[src/sv/bfpa_pkg.sv]
// Shared types and constants of the best-fit partition allocator.
// Holds field widths, operation and status codes, and controller/datapath structs.
// Depends on nothing.
`default_nettype none

package bfpa_pkg;

    localparam int OP_W      = 2;
    localparam int PID_W     = 8;
    localparam int IDX_W     = 4;
    localparam int AMT_W     = 16;
    localparam int ST_W      = 2;
    localparam int TOTAL_W   = 20;
    localparam int CFG_W     = 5;

    localparam int MAX_SLOTS_DEF = 16;

    localparam logic [CFG_W-1:0]   CFG_RESET = 5'd16;
    localparam logic [TOTAL_W-1:0] TOTAL_MAX = 20'hFFFFF;

    localparam logic [OP_W-1:0] OP_LOAD    = 2'd0;
    localparam logic [OP_W-1:0] OP_ALLOC   = 2'd1;
    localparam logic [OP_W-1:0] OP_RELEASE = 2'd2;

    localparam logic [ST_W-1:0] ST_OK       = 2'd0;
    localparam logic [ST_W-1:0] ST_NOFIT    = 2'd1;
    localparam logic [ST_W-1:0] ST_NOOWNER  = 2'd2;
    localparam logic [ST_W-1:0] ST_BADINDEX = 2'd3;

    typedef struct packed {
        logic             taken;
        logic [PID_W-1:0] owner;
        logic [AMT_W-1:0] size;
        logic [AMT_W-1:0] frag;
    } t_entry;

    typedef struct packed {
        logic capture;
        logic prep;
        logic scan;
        logic commit;
        logic finish;
    } t_dp_cmd;

    typedef struct packed {
        logic scan_done;
    } t_dp_sts;

endpackage

`default_nettype wire

[src/sv/bfpa_in_if.sv]
// Request channel of the partition allocator: valid, ready and one request item.
// Depends on bfpa_pkg.
`default_nettype none

interface bfpa_in_if
    import bfpa_pkg::*;
();
    logic             valid;
    logic             ready;
    logic [OP_W-1:0]  operation;
    logic [PID_W-1:0] process_id;
    logic [IDX_W-1:0] slot_index;
    logic [AMT_W-1:0] amount;

    modport source(output valid, operation, process_id, slot_index, amount, input ready);
    modport sink(input valid, operation, process_id, slot_index, amount, output ready);
endinterface

`default_nettype wire

[src/sv/bfpa_out_if.sv]
// Result channel of the partition allocator: valid, ready and one result item.
// Depends on bfpa_pkg.
`default_nettype none

interface bfpa_out_if
    import bfpa_pkg::*;
();
    logic               valid;
    logic               ready;
    logic [ST_W-1:0]    status;
    logic [IDX_W-1:0]   chosen_slot;
    logic [AMT_W-1:0]   internal_fragment;
    logic [TOTAL_W-1:0] free_total;
    logic [TOTAL_W-1:0] internal_total;

    modport source(output valid, status, chosen_slot, internal_fragment, free_total,
                   internal_total, input ready);
    modport sink(input valid, status, chosen_slot, internal_fragment, free_total,
                 internal_total, output ready);
endinterface

`default_nettype wire

[src/sv/bfpa_ram.sv]
// Generic simple dual-port RAM with one write port and one registered read port.
// Depends on nothing.
`default_nettype none

module bfpa_ram #(
    parameter int WIDTH = 8,
    parameter int DEPTH = 16
) (
    input  wire logic                     i_clk,
    input  wire logic                     i_we,
    input  wire logic [$clog2(DEPTH)-1:0] i_waddr,
    input  wire logic [WIDTH-1:0]         i_wdata,
    input  wire logic [$clog2(DEPTH)-1:0] i_raddr,
    output logic      [WIDTH-1:0]         o_rdata
);

    logic [WIDTH-1:0] r_mem [DEPTH];

    always_ff @(posedge i_clk) begin
        if (i_we) begin
            r_mem[i_waddr] <= i_wdata;
        end
        o_rdata <= r_mem[i_raddr];
    end

endmodule

`default_nettype wire

[src/sv/bfpa_ctrl.sv]
// Controller of the partition allocator: sequences capture, scan, commit and result.
// Depends on bfpa_pkg.
`default_nettype none

module bfpa_ctrl
    import bfpa_pkg::*;
(
    input  wire logic    i_clk,
    input  wire logic    i_rst_n,
    input  wire logic    i_in_valid,
    output logic         o_in_ready,
    input  wire logic    i_out_ready,
    output logic         o_out_valid,
    output t_dp_cmd      o_cmd,
    input  wire t_dp_sts i_sts
);

    typedef enum logic [4:0] {
        S_IDLE   = 5'b00001,
        S_PREP   = 5'b00010,
        S_SCAN   = 5'b00100,
        S_COMMIT = 5'b01000,
        S_FIN    = 5'b10000
    } t_state;

    t_state r_state;
    t_state n_state;
    logic   r_out_valid;
    logic   n_out_valid;
    logic   finish;

    assign o_in_ready  = (r_state == S_IDLE);
    assign o_out_valid = r_out_valid;
    assign finish      = (r_state == S_FIN) && (!r_out_valid || i_out_ready);

    always_comb begin
        n_state = r_state;
        o_cmd   = '0;
        unique case (r_state)
            S_IDLE: begin
                if (i_in_valid) begin
                    o_cmd.capture = 1'b1;
                    n_state       = S_PREP;
                end
            end
            S_PREP: begin
                o_cmd.prep = 1'b1;
                n_state    = S_SCAN;
            end
            S_SCAN: begin
                o_cmd.scan = 1'b1;
                if (i_sts.scan_done) begin
                    n_state = S_COMMIT;
                end
            end
            S_COMMIT: begin
                o_cmd.commit = 1'b1;
                n_state      = S_FIN;
            end
            S_FIN: begin
                if (finish) begin
                    o_cmd.finish = 1'b1;
                    n_state      = S_IDLE;
                end
            end
            default: begin
                n_state = S_IDLE;
            end
        endcase
    end

    always_comb begin
        n_out_valid = r_out_valid;
        if (finish) begin
            n_out_valid = 1'b1;
        end else if (i_out_ready) begin
            n_out_valid = 1'b0;
        end
    end

    always_ff @(posedge i_clk) begin
        if (!i_rst_n) begin
            r_state     <= S_IDLE;
            r_out_valid <= 1'b0;
        end else begin
            r_state     <= n_state;
            r_out_valid <= n_out_valid;
        end
    end

endmodule

`default_nettype wire

[src/sv/bfpa_dp.sv]
// Datapath of the partition allocator: partition table, entry scan, totals and result.
// Depends on bfpa_pkg and bfpa_ram.
`default_nettype none

module bfpa_dp
    import bfpa_pkg::*;
#(
    parameter int MAX_SLOTS = MAX_SLOTS_DEF
) (
    input  wire logic               i_clk,
    input  wire logic               i_rst_n,
    input  wire logic               i_cfg_we,
    input  wire logic [CFG_W-1:0]   i_cfg_wdata,
    input  wire logic [OP_W-1:0]    i_operation,
    input  wire logic [PID_W-1:0]   i_process_id,
    input  wire logic [IDX_W-1:0]   i_slot_index,
    input  wire logic [AMT_W-1:0]   i_amount,
    input  wire t_dp_cmd            i_cmd,
    output t_dp_sts                 o_sts,
    output logic [ST_W-1:0]         o_status,
    output logic [IDX_W-1:0]        o_chosen_slot,
    output logic [AMT_W-1:0]        o_internal_fragment,
    output logic [TOTAL_W-1:0]      o_free_total,
    output logic [TOTAL_W-1:0]      o_internal_total
);

    localparam int AW     = $clog2(MAX_SLOTS);
    localparam int CW_RAW = $clog2(MAX_SLOTS + 1);
    localparam int CW     = (CW_RAW > CFG_W) ? CW_RAW : CFG_W;
    localparam int SW_RAW = $clog2(MAX_SLOTS * 65535 + 1);
    localparam int SW     = (SW_RAW > TOTAL_W) ? SW_RAW : TOTAL_W;
    localparam int EW     = $bits(t_entry);

    logic [CFG_W-1:0]     r_cfg;
    logic [OP_W-1:0]      r_op;
    logic [PID_W-1:0]     r_pid;
    logic [IDX_W-1:0]     r_idx;
    logic [AMT_W-1:0]     r_amt;
    logic [MAX_SLOTS-1:0] r_ent_valid;
    logic [CW-1:0]        r_cnt;
    logic                 r_pend;
    logic [CW-1:0]        r_rd_idx;
    logic                 r_rd_vld;
    logic [SW-1:0]        r_free;
    logic [SW-1:0]        r_int;
    logic                 r_found;
    logic [CW-1:0]        r_best;
    logic [AMT_W-1:0]     r_best_size;
    logic [AMT_W-1:0]     r_frag;

    logic [ST_W-1:0]      r_o_status;
    logic [IDX_W-1:0]     r_o_chosen;
    logic [AMT_W-1:0]     r_o_frag;
    logic [TOTAL_W-1:0]   r_o_free;
    logic [TOTAL_W-1:0]   r_o_int;

    logic [CW-1:0]        cfg_ext;
    logic [CW-1:0]        n_active;
    logic [CW-1:0]        idx_ext;
    logic                 load_ok;
    logic                 issue;
    logic [EW-1:0]        rd_word;
    t_entry               ent;
    logic                 match;
    logic                 cand;
    logic [AMT_W-1:0]     frag_new;
    logic                 we;
    logic [AW-1:0]        waddr;
    t_entry               wdata;
    logic [ST_W-1:0]      n_o_status;
    logic [IDX_W-1:0]     n_o_chosen;
    logic [AMT_W-1:0]     n_o_frag;

    assign cfg_ext  = CW'(r_cfg);
    assign n_active = (cfg_ext < CW'(MAX_SLOTS)) ? cfg_ext : CW'(MAX_SLOTS);
    assign idx_ext  = CW'(r_idx);
    assign load_ok  = (idx_ext < n_active);
    assign issue    = i_cmd.scan && (r_cnt < n_active);

    assign o_sts.scan_done = (r_cnt == n_active) && !r_pend;

    bfpa_ram #(
        .WIDTH(EW),
        .DEPTH(MAX_SLOTS)
    ) u_table (
        .i_clk  (i_clk),
        .i_we   (we),
        .i_waddr(waddr),
        .i_wdata(wdata),
        .i_raddr(r_cnt[AW-1:0]),
        .o_rdata(rd_word)
    );

    assign ent      = r_rd_vld ? t_entry'(rd_word) : t_entry'('0);
    assign match    = (r_op == OP_RELEASE) && ent.taken && (ent.owner == r_pid);
    assign cand     = (r_op == OP_ALLOC) && !ent.taken && (r_amt <= ent.size) &&
                      (!r_found || (ent.size < r_best_size));
    assign frag_new = r_best_size - r_amt;

    always_comb begin
        we    = 1'b0;
        waddr = '0;
        wdata = '0;
        priority if (i_cmd.prep && (r_op == OP_LOAD) && load_ok) begin
            we         = 1'b1;
            waddr      = idx_ext[AW-1:0];
            wdata.size = r_amt;
        end else if (i_cmd.scan && r_pend && match) begin
            we          = 1'b1;
            waddr       = r_rd_idx[AW-1:0];
            wdata.owner = ent.owner;
            wdata.size  = ent.size;
        end else if (i_cmd.commit && (r_op == OP_ALLOC) && r_found) begin
            we          = 1'b1;
            waddr       = r_best[AW-1:0];
            wdata.taken = 1'b1;
            wdata.owner = r_pid;
            wdata.size  = r_best_size;
            wdata.frag  = frag_new;
        end else begin
            we = 1'b0;
        end
    end

    always_comb begin
        n_o_status = ST_OK;
        n_o_chosen = '0;
        n_o_frag   = '0;
        unique case (r_op)
            OP_LOAD: begin
                if (load_ok) begin
                    n_o_chosen = r_idx;
                end else begin
                    n_o_status = ST_BADINDEX;
                end
            end
            OP_ALLOC: begin
                if (r_found) begin
                    n_o_chosen = r_best[IDX_W-1:0];
                    n_o_frag   = r_frag;
                end else begin
                    n_o_status = ST_NOFIT;
                end
            end
            OP_RELEASE: begin
                if (r_found) begin
                    n_o_chosen = r_best[IDX_W-1:0];
                end else begin
                    n_o_status = ST_NOOWNER;
                end
            end
            default: begin
                n_o_status = ST_OK;
            end
        endcase
    end

    always_ff @(posedge i_clk) begin
        if (!i_rst_n) begin
            r_cfg       <= CFG_RESET;
            r_ent_valid <= '0;
            r_pend      <= 1'b0;
            r_cnt       <= '0;
        end else begin
            if (i_cfg_we) begin
                r_cfg <= i_cfg_wdata;
            end
            if (we) begin
                r_ent_valid[waddr] <= 1'b1;
            end
            if (i_cmd.prep) begin
                r_cnt  <= '0;
                r_pend <= 1'b0;
            end else if (i_cmd.scan) begin
                r_pend <= issue;
                if (issue) begin
                    r_cnt <= r_cnt + CW'(1);
                end
            end
        end
    end

    always_ff @(posedge i_clk) begin
        if (i_cmd.capture) begin
            r_op  <= i_operation;
            r_pid <= i_process_id;
            r_idx <= i_slot_index;
            r_amt <= i_amount;
        end
        if (issue) begin
            r_rd_idx <= r_cnt;
            r_rd_vld <= r_ent_valid[r_cnt[AW-1:0]];
        end
        if (i_cmd.prep) begin
            r_free      <= '0;
            r_int       <= '0;
            r_found     <= 1'b0;
            r_best      <= '0;
            r_best_size <= '0;
            r_frag      <= '0;
        end else if (i_cmd.scan && r_pend) begin
            if (ent.taken && !match) begin
                r_int <= r_int + SW'(ent.frag);
            end else begin
                r_free <= r_free + SW'(ent.size);
            end
            if (cand) begin
                r_found     <= 1'b1;
                r_best      <= r_rd_idx;
                r_best_size <= ent.size;
            end else if (match && !r_found) begin
                r_found <= 1'b1;
                r_best  <= r_rd_idx;
            end
        end else if (i_cmd.commit && (r_op == OP_ALLOC) && r_found) begin
            r_free <= r_free - SW'(r_best_size);
            r_int  <= r_int + SW'(frag_new);
            r_frag <= frag_new;
        end
        if (i_cmd.finish) begin
            r_o_status <= n_o_status;
            r_o_chosen <= n_o_chosen;
            r_o_frag   <= n_o_frag;
            r_o_free   <= (r_free > SW'(TOTAL_MAX)) ? TOTAL_MAX : r_free[TOTAL_W-1:0];
            r_o_int    <= (r_int > SW'(TOTAL_MAX)) ? TOTAL_MAX : r_int[TOTAL_W-1:0];
        end
    end

    assign o_status            = r_o_status;
    assign o_chosen_slot       = r_o_chosen;
    assign o_internal_fragment = r_o_frag;
    assign o_free_total        = r_o_free;
    assign o_internal_total    = r_o_int;

endmodule

`default_nettype wire

[src/sv/best_fit_partition_allocator.sv]
// Top level of the best-fit fixed-partition allocator.
// Depends on bfpa_pkg, bfpa_in_if, bfpa_out_if, bfpa_ctrl and bfpa_dp.
//
// Each request item on i_req loads a partition size, allocates the smallest
// free partition that fits, or releases every partition of a process. Each
// request gives exactly one result item on o_rsp with the status, the chosen
// partition, the granted fragment and the free and fragment totals.
// The register partitions_in_use is written through i_cfg_we and i_cfg_wdata;
// the user must write it only while no request is in flight, and the block
// itself does not enforce this. It sets how many entries are searched. A
// request walks the active entries one per cycle through the read port of
// the partition table. One request is handled at a time; i_req.ready is high
// only when the block is idle, so a new request is not taken before the last
// one has placed its result in the output register. The result waits there,
// so a new request can be accepted while the receiver stalls; that request
// then holds before its result until the register is free.
// Reset empties the partition table, sets partitions_in_use to 16 and clears
// any pending result.
`default_nettype none

module best_fit_partition_allocator
    import bfpa_pkg::*;
#(
    parameter int MAX_SLOTS = MAX_SLOTS_DEF
) (
    input  wire logic             i_clk,
    input  wire logic             i_rst_n,
    input  wire logic             i_cfg_we,
    input  wire logic [CFG_W-1:0] i_cfg_wdata,
    bfpa_in_if.sink               i_req,
    bfpa_out_if.source            o_rsp
);

    t_dp_cmd cmd;
    t_dp_sts sts;

    bfpa_ctrl u_ctrl (
        .i_clk      (i_clk),
        .i_rst_n    (i_rst_n),
        .i_in_valid (i_req.valid),
        .o_in_ready (i_req.ready),
        .i_out_ready(o_rsp.ready),
        .o_out_valid(o_rsp.valid),
        .o_cmd      (cmd),
        .i_sts      (sts)
    );

    bfpa_dp #(
        .MAX_SLOTS(MAX_SLOTS)
    ) u_dp (
        .i_clk              (i_clk),
        .i_rst_n            (i_rst_n),
        .i_cfg_we           (i_cfg_we),
        .i_cfg_wdata        (i_cfg_wdata),
        .i_operation        (i_req.operation),
        .i_process_id       (i_req.process_id),
        .i_slot_index       (i_req.slot_index),
        .i_amount           (i_req.amount),
        .i_cmd              (cmd),
        .o_sts              (sts),
        .o_status           (o_rsp.status),
        .o_chosen_slot      (o_rsp.chosen_slot),
        .o_internal_fragment(o_rsp.internal_fragment),
        .o_free_total       (o_rsp.free_total),
        .o_internal_total   (o_rsp.internal_total)
    );

    a_busy_after_accept: assert property (
        @(posedge i_clk) disable iff (!i_rst_n)
        (i_req.valid && i_req.ready) |=> !i_req.ready
    ) else $error("Request accepted while another was in flight.");

    a_finish_shows_result: assert property (
        @(posedge i_clk) disable iff (!i_rst_n)
        cmd.finish |=> o_rsp.valid
    ) else $error("Finished item did not appear on the result channel.");

    a_failed_result_clean: assert property (
        @(posedge i_clk) disable iff (!i_rst_n)
        (o_rsp.valid && (o_rsp.status == ST_NOFIT || o_rsp.status == ST_NOOWNER ||
                         o_rsp.status == ST_BADINDEX))
        |-> (o_rsp.chosen_slot == '0 && o_rsp.internal_fragment == '0)
    ) else $error("Failed item carries a partition or fragment.");

endmodule

`default_nettype wire

[src/flat_wrapper.sv]
// flat-port wrapper written by rule: the top's interface ports become plain ports
module best_fit_partition_allocator_flat import bfpa_pkg::*;
#(
    parameter int MAX_SLOTS = MAX_SLOTS_DEF
)
  (i_clk, i_rst_n, i_cfg_we, i_cfg_wdata, i_req_valid, i_req_operation, i_req_process_id, i_req_slot_index, i_req_amount, i_req_ready, o_rsp_valid, o_rsp_status, o_rsp_chosen_slot, o_rsp_internal_fragment, o_rsp_free_total, o_rsp_internal_total, o_rsp_ready);
  bfpa_in_if i_req_i ();
  bfpa_out_if o_rsp_i ();
  input  wire logic i_clk;
  input  wire logic i_rst_n;
  input  wire logic i_cfg_we;
  input  wire logic [CFG_W-1:0] i_cfg_wdata;
  input wire logic [$bits(i_req_i.valid)-1:0] i_req_valid;
  input wire logic [$bits(i_req_i.operation)-1:0] i_req_operation;
  input wire logic [$bits(i_req_i.process_id)-1:0] i_req_process_id;
  input wire logic [$bits(i_req_i.slot_index)-1:0] i_req_slot_index;
  input wire logic [$bits(i_req_i.amount)-1:0] i_req_amount;
  output wire logic [$bits(i_req_i.ready)-1:0] i_req_ready;
  output wire logic [$bits(o_rsp_i.valid)-1:0] o_rsp_valid;
  output wire logic [$bits(o_rsp_i.status)-1:0] o_rsp_status;
  output wire logic [$bits(o_rsp_i.chosen_slot)-1:0] o_rsp_chosen_slot;
  output wire logic [$bits(o_rsp_i.internal_fragment)-1:0] o_rsp_internal_fragment;
  output wire logic [$bits(o_rsp_i.free_total)-1:0] o_rsp_free_total;
  output wire logic [$bits(o_rsp_i.internal_total)-1:0] o_rsp_internal_total;
  input wire logic [$bits(o_rsp_i.ready)-1:0] o_rsp_ready;
  assign i_req_i.valid = i_req_valid;
  assign i_req_i.operation = i_req_operation;
  assign i_req_i.process_id = i_req_process_id;
  assign i_req_i.slot_index = i_req_slot_index;
  assign i_req_i.amount = i_req_amount;
  assign i_req_ready = i_req_i.ready;
  assign o_rsp_valid = o_rsp_i.valid;
  assign o_rsp_status = o_rsp_i.status;
  assign o_rsp_chosen_slot = o_rsp_i.chosen_slot;
  assign o_rsp_internal_fragment = o_rsp_i.internal_fragment;
  assign o_rsp_free_total = o_rsp_i.free_total;
  assign o_rsp_internal_total = o_rsp_i.internal_total;
  assign o_rsp_i.ready = o_rsp_ready;
  best_fit_partition_allocator #(.MAX_SLOTS(MAX_SLOTS)) u_core (.i_clk(i_clk), .i_rst_n(i_rst_n), .i_cfg_we(i_cfg_we), .i_cfg_wdata(i_cfg_wdata), .i_req(i_req_i), .o_rsp(o_rsp_i));
endmodule
[config.mk]
export PLATFORM = sky130hd
export DESIGN_NAME = best_fit_partition_allocator_flat
export DESIGN_NICKNAME = d
export VERILOG_FILES = /design/src/sv/bfpa_pkg.sv /design/src/sv/bfpa_in_if.sv /design/src/sv/bfpa_out_if.sv /design/src/sv/bfpa_ram.sv /design/src/sv/bfpa_ctrl.sv /design/src/sv/bfpa_dp.sv /design/src/sv/best_fit_partition_allocator.sv /design/src/flat_wrapper.sv
export SDC_FILE = /design/constraint.sdc
export NUM_CORES = 1
export LEC_CHECK = 0
export ABC_AREA = 1
export ABC_CLOCK_PERIOD_IN_PS = 5390
export BUFFER_PORTS_ARGS = -buffer_cell sky130_fd_sc_hd__buf_4
export CORE_ASPECT_RATIO = 0.7
export CORE_MARGIN = 8
export CORE_UTILIZATION = 40
export CTS_BUF_LIST = sky130_fd_sc_hd__clkbuf_8 sky130_fd_sc_hd__clkbuf_16
export CTS_CLUSTER_DIAMETER = 50
export DETAILED_ROUTE_END_ITERATION = 16
export GPL_TIMING_DRIVEN = 0
export PLACE_DENSITY = 0.57
export RECOVER_POWER = 50
export SLEW_MARGIN = 40
export SYNTH_ARGS = -nofsm -noshare
export SYNTH_HDL_FRONTEND = slang
export SYNTH_HIERARCHICAL = 1
export SYNTH_SLANG_ARGS = --single-unit
[constraint.sdc]
create_clock -name i_clk -period 5.39 [get_ports i_clk]
set_input_delay 0.2695 -clock i_clk [delete_from_list [all_inputs] [get_ports i_clk]]
set_output_delay 0.2695 -clock i_clk [all_outputs]
set_load 0.1 [all_outputs]
==> results of run 1 <==
[power groups by stage]
stage / sequential [W] / clock, W / combinational (W)
CTS: 0.00759 / 0.00625 / 0.000509
floorplan: 0.00772 / 0 / 0.000306
finish: 0.00759 / 0.00614 / 0.000501
global route: 0.00759 / 0.00649 / 0.000553
global placement: 0.00774 / 0 / 0.000459
detailed placement: 0.00774 / 0 / 0.000478
[stage by stage]
| step | hold WS (ps) | setup slack (ps) | cell area [µm²] | power [W] | TNS, ps |
|---|---|---|---|---|---|
| finish | 321.9 | 435.7 | 48220 | 0.01423 | 0 |
| global route | 293.1 | 143.9 | 48220 | 0.01463 | 0 |
| detailed placement | 439.8 | 796.5 | 45550 | 0.008220 | 0 |
| floorplan | 368.4 | 1186 | 41590 | 0.008029 | 0 |
| global placement | 438.6 | -1846 | 44060 | 0.008202 | -1018250 |
| CTS | 262.0 | 781.5 | 48870 | 0.01435 | 0 |
[path summary, 6_finish.rpt]
path	start	to	slack [ps]	cells past startpoint
setup / recovery	u_core/u_ctrl/r_state[1]	u_core/u_dp/u_table/r_mem[5][33]	440	13
hold / removal	i_req_amount[4]	u_core/u_dp/r_amt[4]	320	2
setup reg to reg	u_core/u_ctrl/r_state[1]	u_core/u_dp/u_table/r_mem[5][33]	440	13
hold reg to reg	u_core/u_dp/r_ent_valid[4]	u_core/u_dp/r_ent_valid[4]	450	2
[cell families (layout without fill, tap and decap cells)]
| logic type | after synthesis | after routing | share of synthesized area |
|---|---|---|---|
| flip-flops | 904 | 904 | 0.6164 |
| adder cells (fa/ha/maj) | 99 | 99 | 0.03033 |
| buffers and inverters | 915 | 1284 | 0.09324 |
| AND/OR/NAND/NOR | 1989 | 1989 | 0.2029 |
| other | 0 | 1 | 0 |
| XOR/XNOR | 46 | 46 | 0.009688 |
| AO/OA/AOI/OAI | 358 | 358 | 0.04742 |
[cells in the mapped netlist (16+ instances only)]
library cell	number
buf_6	40
nand2_1	1128
inv_1	677
nor2_1	203
buf_1	17
nand3_1	591
edfxtp_1	753
a21oi_1	150
o21ai_0	139
clkbuf_1	83
nand4_1	16
ha_1	96
dfxtp_1	151
xnor2_1	20
buf_2	79
xor2_1	26
[cell type report]
| cell class | count | area, µm² |
|---|---|---|
| tap | 1363 | 1705 |
| sequential | 904 | 25630 |
| clock inverter | 54 | 444.2 |
| fill | 9756 | 55450 |
| buffer | 226 | 1272 |
| clock buffer | 101 | 2381 |
| timing repair buffer | 214 | 2028 |
| multi-input combinational | 2492 | 12160 |
| inverter | 689 | 2591 |
| antenna | 1 | 2.502 |
[state kept, by name, indices dropped and copies added (netlist names), 2 cells and up]
register	cells
u_core/u_dp/u_table/r_mem	656
u_core/u_dp/u_table/o_rdata	41
u_core/u_dp/o_free_total	20
u_core/u_dp/o_internal_total	20
u_core/u_dp/r_free	20
u_core/u_dp/r_int	20
u_core/u_dp/o_internal_fragment	16
u_core/u_dp/r_amt	16
u_core/u_dp/r_best_size	16
u_core/u_dp/r_ent_valid	16
u_core/u_dp/r_frag	16
u_core/u_dp/r_pid	8
u_core/u_ctrl/r_state	5
u_core/u_dp/cfg_ext	5
u_core/u_dp/r_cnt	5
u_core/u_dp/o_chosen_slot	4
u_core/u_dp/r_best	4
u_core/u_dp/r_idx	4
u_core/u_dp/r_rd_idx	4
u_core/u_dp/o_status	2
u_core/u_dp/r_op	2
[layer usage]
metal	wire (µm)	share of wire	GRT usage
met5	0	0	0
met3	11790	0.092	0.04306
met1	62370	0.49	0.3419
met2	50500	0.40	0.2986
met4	2999	0.023	0.05098
[critical path, delay by kind of cell, from the launching register on]
| kind | cells | cell delay, ps |
|---|---|---|
| AOI/OAI and AO/OA | 1 | 1250 |
| DFF | 1 | 320 |
| and+or+nand+nor | 8 | 1450 |
| buffers and inverters | 4 | 1470 |
[repair_timing]
| action | CTS | global route |
|---|---|---|
| gates resized for setup | 0 | 0 |
| buffers inserted | 0 | 0 |
| setup endpoints to repair | 0 | 0 |
| hold endpoints to repair | 46 | 0 |
| hold buffers | 49 | 0 |
==> impl_metrics.ini, run 1 <==
[run_status]
status = finished, violations left
violations = capacitance limit, slew limit

[power]
power_frac_seq = 0.534
p_switching_w = 0.003098
combPwrFrac = 0.035
p_per_area_mw_per_mm2 = 295.0
leakagePower_nw = 20.85
switching_share = 0.2177
vdd_drop_max_v = 0.0002312
internal_power_w = 0.01113
p_clk_frac = 0.431

[setup_path]
worstPathCellList = nor2_1, nand3_1, inv_1, nand2_1, nor2_1, nand2_1, nor2_4, nand4_4, inv_1, clkbuf_1, clkbuf_1, nand3_1, a21oi_1
max_stage_delay_ps = 1250
required_ps = 5630
critPathLaunchType = register
worstSetupPathType = reg2reg
cpMaxStageDelayCell = a21oi_1
critPathCaptureType = register
path_max_fanout = 16
arrival_ps = 5200

[synthesis]
synth_edf_count = 753
synth_cell_types = 47
syn_avg_cell_area_um2 = 9.647
ys_seq_area_frac = 0.6164
syn-instance-count = 4311
synth_area_mm2 = 0.04159
ys_seq_elements = 904
async_flop_share = 0
synthFlopType = edfxtp_1
synth_area_leaders = edfxtp_1 54%, nand2_1 10%, dfxtp_1 7.3%, nand3_1 7.1%, inv_1 6.1%
synth.top_cell.area_share = 0.5437
synth_largest_area_cell = edfxtp_1
syn_nets = 4450
yosysWarnings = 6

[place]
hpwlAfterDp_um = 93010
dp_cells = 5838
gp_congestion = 0.9486
io_buffers = 103

[global_route]
overflow = 0
first_global_vias = 28600
grt_max_degree = 63
antenna_found_initial = 4
grt_usage = 0.2156
grt_pass1_wl_um = 186800

[clock_network]
root_buffer = clkbuf_16
cts_tree = done
clock_path_buffers = 3
htree_levels = 3
cts.sinks = 904
cts.clk_slew.worst_paths_ps = 60
cts_buffers = 86
clock_latency_ps = 690

[sta]
clock_skew_ps = 29.89
slew_headroom = -1.319
hold_viol = 0
finalCritPeriodShare = 0.9192
setup_viol = 0
min_period_ps = 4954
finalMaxSlewViolations = 124
rsz0062_at_grt = no
max_freq_mhz = 201.8
worst_slew_pin_slew_ps = 3479

[route]
avgViaCountPerCell = 5.129
wl_per_cell_um = 21.12
ant_nets = 0
drc_errors = 0
drt_iter0_drc = 3477
vias = 31000
drt-total-wl_um = 127700
drt_pass1_iterations = 5

[floorplanning]
fp.coreArea_mm2 = 0.1037
dieWidth_um = 401.4
dieArea_mm2 = 0.1147
num_rows = 99
start_util = 0.4011
io_pins = 104
die_height_um = 285.8

[layout]
instances_no_fill = 6044
final_common_cell = nand2_1
post-route-util = 0.4651
final_cell_mix = 1129 x nand2_1, 753 x edfxtp_1, 698 x inv_1, 591 x nand3_1, 190 x nor2_1
area_growth_pct = 15.96
layout.nets = 4752
drive_above_1_share = 0.08291

[worst_hold_path]
min_path_type = in2reg

[flow_run]
max_cap_viol_count = 5
No activity file was read; power rests on OpenSTA's default activity.
==> run 2, diff against run 1 <==
--- a/config.mk
+++ b/config.mk
@@ -5,7 +5,6 @@
 export SDC_FILE = /design/constraint.sdc
 export NUM_CORES = 1
 export LEC_CHECK = 0
-export ABC_AREA = 1
 export ABC_CLOCK_PERIOD_IN_PS = 5390
 export BUFFER_PORTS_ARGS = -buffer_cell sky130_fd_sc_hd__buf_4
 export CORE_ASPECT_RATIO = 0.7
==> impl_metrics.ini, run 2 <==
[run_status]
status = finished, violations left
violations = capacitance limit, slew limit

[sta]
setup_viol = 0
clock_skew_ps = 24.12
timing.final.ws_setup_ps = 103.2
min_period_ps = 5287
rsz0062_at_grt = yes
worst_slew_pin_slew_ps = 3375
finalCritPeriodShare = 0.9809
max_freq_mhz = 189.2
whs_ps = 50.89
finalMaxSlewViolations = 63
hold_viol = 0
slew_headroom = -1.250

[clock_network]
cts_buffers = 92
root_buffer = clkbuf_16
clock_path_buffers = 3
cts_tree = done
cts.clk_slew.worst_paths_ps = 60
clock_latency_ps = 680
cts.sinks = 904
htree_levels = 3

[floorplanning]
dieWidth_um = 384.3
num_rows = 94
io_pins = 104
die_height_um = 273.8
dieArea_mm2 = 0.1052
fp.coreArea_mm2 = 0.09409
start_util = 0.4036

[flow_run]
max_cap_viol_count = 1

[layout]
layout.nets = 2928
top_regs = u_core/u_dp/u_table/r_mem (656), u_core/u_dp/u_table/o_rdata (41)
area_growth_pct = 18.79
largest_reg_flops = 656
final_common_cell = edfxtp_1
regMostFlops = u_core/u_dp/u_table/r_mem
final_cell_mix = 753 x edfxtp_1, 175 x clkbuf_1, 169 x mux4_2, 168 x nand2_1, 151 x dfxtp_1
drive_above_1_share = 0.1957
design_area_mm2 = 0.04511

[synthesis]
synth_area_mm2 = 0.03798
synthFlopType = edfxtp_1
async_flop_share = 0
synth_common_cells = 753 x edfxtp_1, 169 x mux4_2, 167 x nand2_1, 151 x dfxtp_1, 144 x nor2_1
ys_seq_area_frac = 0.6750
syn-instance-count = 2466
syn_avg_cell_area_um2 = 15.40
synth.top_cell.area_share = 0.5954
yosysWarnings = 6
synth_cell_types = 92
yosysMostFrequentCell = edfxtp_1
ys_seq_elements = 904
synth_area_leaders = edfxtp_1 60%, mux4_2 10%, dfxtp_1 8.0%, ha_1 3.2%, nand2_1 1.7%
syn_nets = 2605
synth_largest_area_cell = edfxtp_1
synth_edf_count = 753

[global_route]
grt_busiest_layer = met2
antenna_found_initial = 1
grt_max_degree = 63
grt_pass1_wl_um = 155200
first_global_vias = 23450
grt_usage = 0.1996
overflow = 0
grt_use_met2 = 0.3028
grt_use_met3 = 0.04238
grtUsageMet1 = 0.2969

[setup_path]
worstPathCellList = inv_1, ha_1, inv_1, fa_1, a21oi_1, o21ai_0, a2111oi_1, o31ai_1, and4_1, nor3_2, a21oi_1, ha_1, or3_1, or2_2, a31oi_1, nand4b_1, xor2_1, nor2_1
cp_top_family = compound AO/OA/AOI/OAI gates
critPathLaunchType = register
critPathCaptureType = register
r2r_slack_ps = 100
r2r_cells = 18
required_ps = 5940
path_max_fanout = 5
cp_num_buf_inv = 2
arrival_ps = 5840
r2r-start = u_core/u_dp/r_best_size[0]
cpMaxStageDelayCell = a2111oi_1
r2r-end = u_core/u_dp/r_int[17]
worstSetupPathType = reg2reg
max_stage_delay_ps = 580

[place]
gp_congestion = 0.9060
hpwlAfterDp_um = 77140
pre_cts_slack_ps = -613.5
io_buffers = 102
placed_area_mm2 = 0.04186

[power]
p_per_area_mw_per_mm2 = 319.0
design_power_total_w = 0.01439
vdd_drop_max_v = 0.0003229
leakagePower_nw = 15.12

[worst_hold_path]
min_path_type = in2reg
whs_path_depth = 2
hold_start = i_cfg_we
hold_end = u_core/u_dp/cfg_ext[4]

[route]
drt_iter0_drc = 2607
ant_nets = 0
drc_errors = 0
drt_pass1_iterations = 5
vias = 23420
avgViaCountPerCell = 5.689
drt-total-wl_um = 106100
wl_per_cell_um = 25.78
[run 2: cell count changes in the layout (fill, tap and decap cells not counted), moves of 41 or more]
cell	previous run	this run
a22oi_1	10	82
buf_2	68	27
buf_4	8	50
inv_1	698	97
mux4_2	0	169
nand2_1	1129	168
nand3_1	591	36
nor2_1	190	115
o21ai_0	139	66
[run 2: layout make-up]
| type | instances | area (µm²) |
|---|---|---|
| Clock inverter | 71 | 643.1 |
| Clock buffer | 101 | 2426 |
| Tap cell | 1248 | 1562 |
| Inverter | 81 | 304.0 |
| Fill cell | 8078 | 48980 |
| Sequential cell | 904 | 25630 |
| Antenna cell | 1 | 2.502 |
| Timing Repair Buffer | 229 | 2206 |
| Multi-Input combinational cell | 1327 | 11680 |
| Buffer | 154 | 654.4 |
[run 2: layer usage]
layer / up-vias / part of all wire
met5: - / 0
met4: 0 / 0.017
met2: 937 / 0.44
li1: 10280 / -
met1: 12060 / 0.45
met3: 140 / 0.087
[run 2: where the power goes]
group          internal, W  switching (W)  total [W]
combinational     0.000138       0.000259   0.000397
sequential         0.00751      0.0000383    0.00754
clock              0.00367        0.00278    0.00645
total               0.0113        0.00308     0.0144
[run 2: logic make-up (layout without fill, tap and decap cells)]
logic type | count (synthesis) | after routing | synth area share
other | 0 | 1 | 0
AOI/OAI and AO/OA | 444 | 444 | 0.07861
buffers and inverters | 235 | 636 | 0.02507
xor gates and xnor gates | 55 | 55 | 0.01268
and+or+nand+nor | 529 | 529 | 0.06688
adders and majority gates | 99 | 99 | 0.03321
muxes | 200 | 200 | 0.1086
DFF | 904 | 904 | 0.6750
[run 2: worst max-delay path by stage]
stage / from / endpoint / slack (ps) / depth (start not counted)
detailed placement: u_core/u_ctrl/r_state[1] / u_core/u_dp/u_table/r_mem[4][25] / -610 / 16
global placement: u_core/u_ctrl/r_state[1] / u_core/u_dp/u_table/r_mem[12][24] / -5830 / 10
global route: u_core/u_dp/r_best_size[0] / u_core/u_dp/r_int[17] / -90 / 18
finish: u_core/u_dp/r_best_size[0] / u_core/u_dp/r_int[17] / 100 / 18
floorplan: u_core/u_ctrl/r_state[1] / u_core/u_dp/u_table/r_mem[12][0] / -260 / 10
CTS: u_core/u_dp/r_best_size[0] / u_core/u_dp/r_int[19] / 90 / 16
[run 2: timing repair]
| action | CTS | global route |
|---|---|---|
| pin swaps | 2 | 0 |
| resized for setup | 10 | 8 |
| endpoints found under the hold margin | 41 | 0 |
| buffers inserted | 2 | 0 |
| hold buffers | 40 | 0 |
| endpoints found under the setup margin | 197 | 13 |
[run 2: per-stage QoR]
step,TNS (ps),cells,utilization
2_1_floorplan,-31780,2466,-
3_3_place_gp,-2324660,3816,0.4284
3_5_place_dp,-24320,3900,0.4449
4_1_cts,0,4114,0.4824
5_1_grt,-138.8,4116,0.4795
6_report,0,4116,0.4795
[run 2: worst register-to-register path, cell delays in order, from the launching register on]
cell	delay, ps
dfxtp_1	340
inv_1	150
ha_1	190
inv_1	60
fa_1	450
a21oi_1	250
o21ai_0	200
a2111oi_1	580
o31ai_1	310
and4_1	290
nor3_2	440
a21oi_1	240
ha_1	290
or3_1	400
or2_2	310
a31oi_1	280
nand4b_1	180
xor2_1	160
nor2_1	50
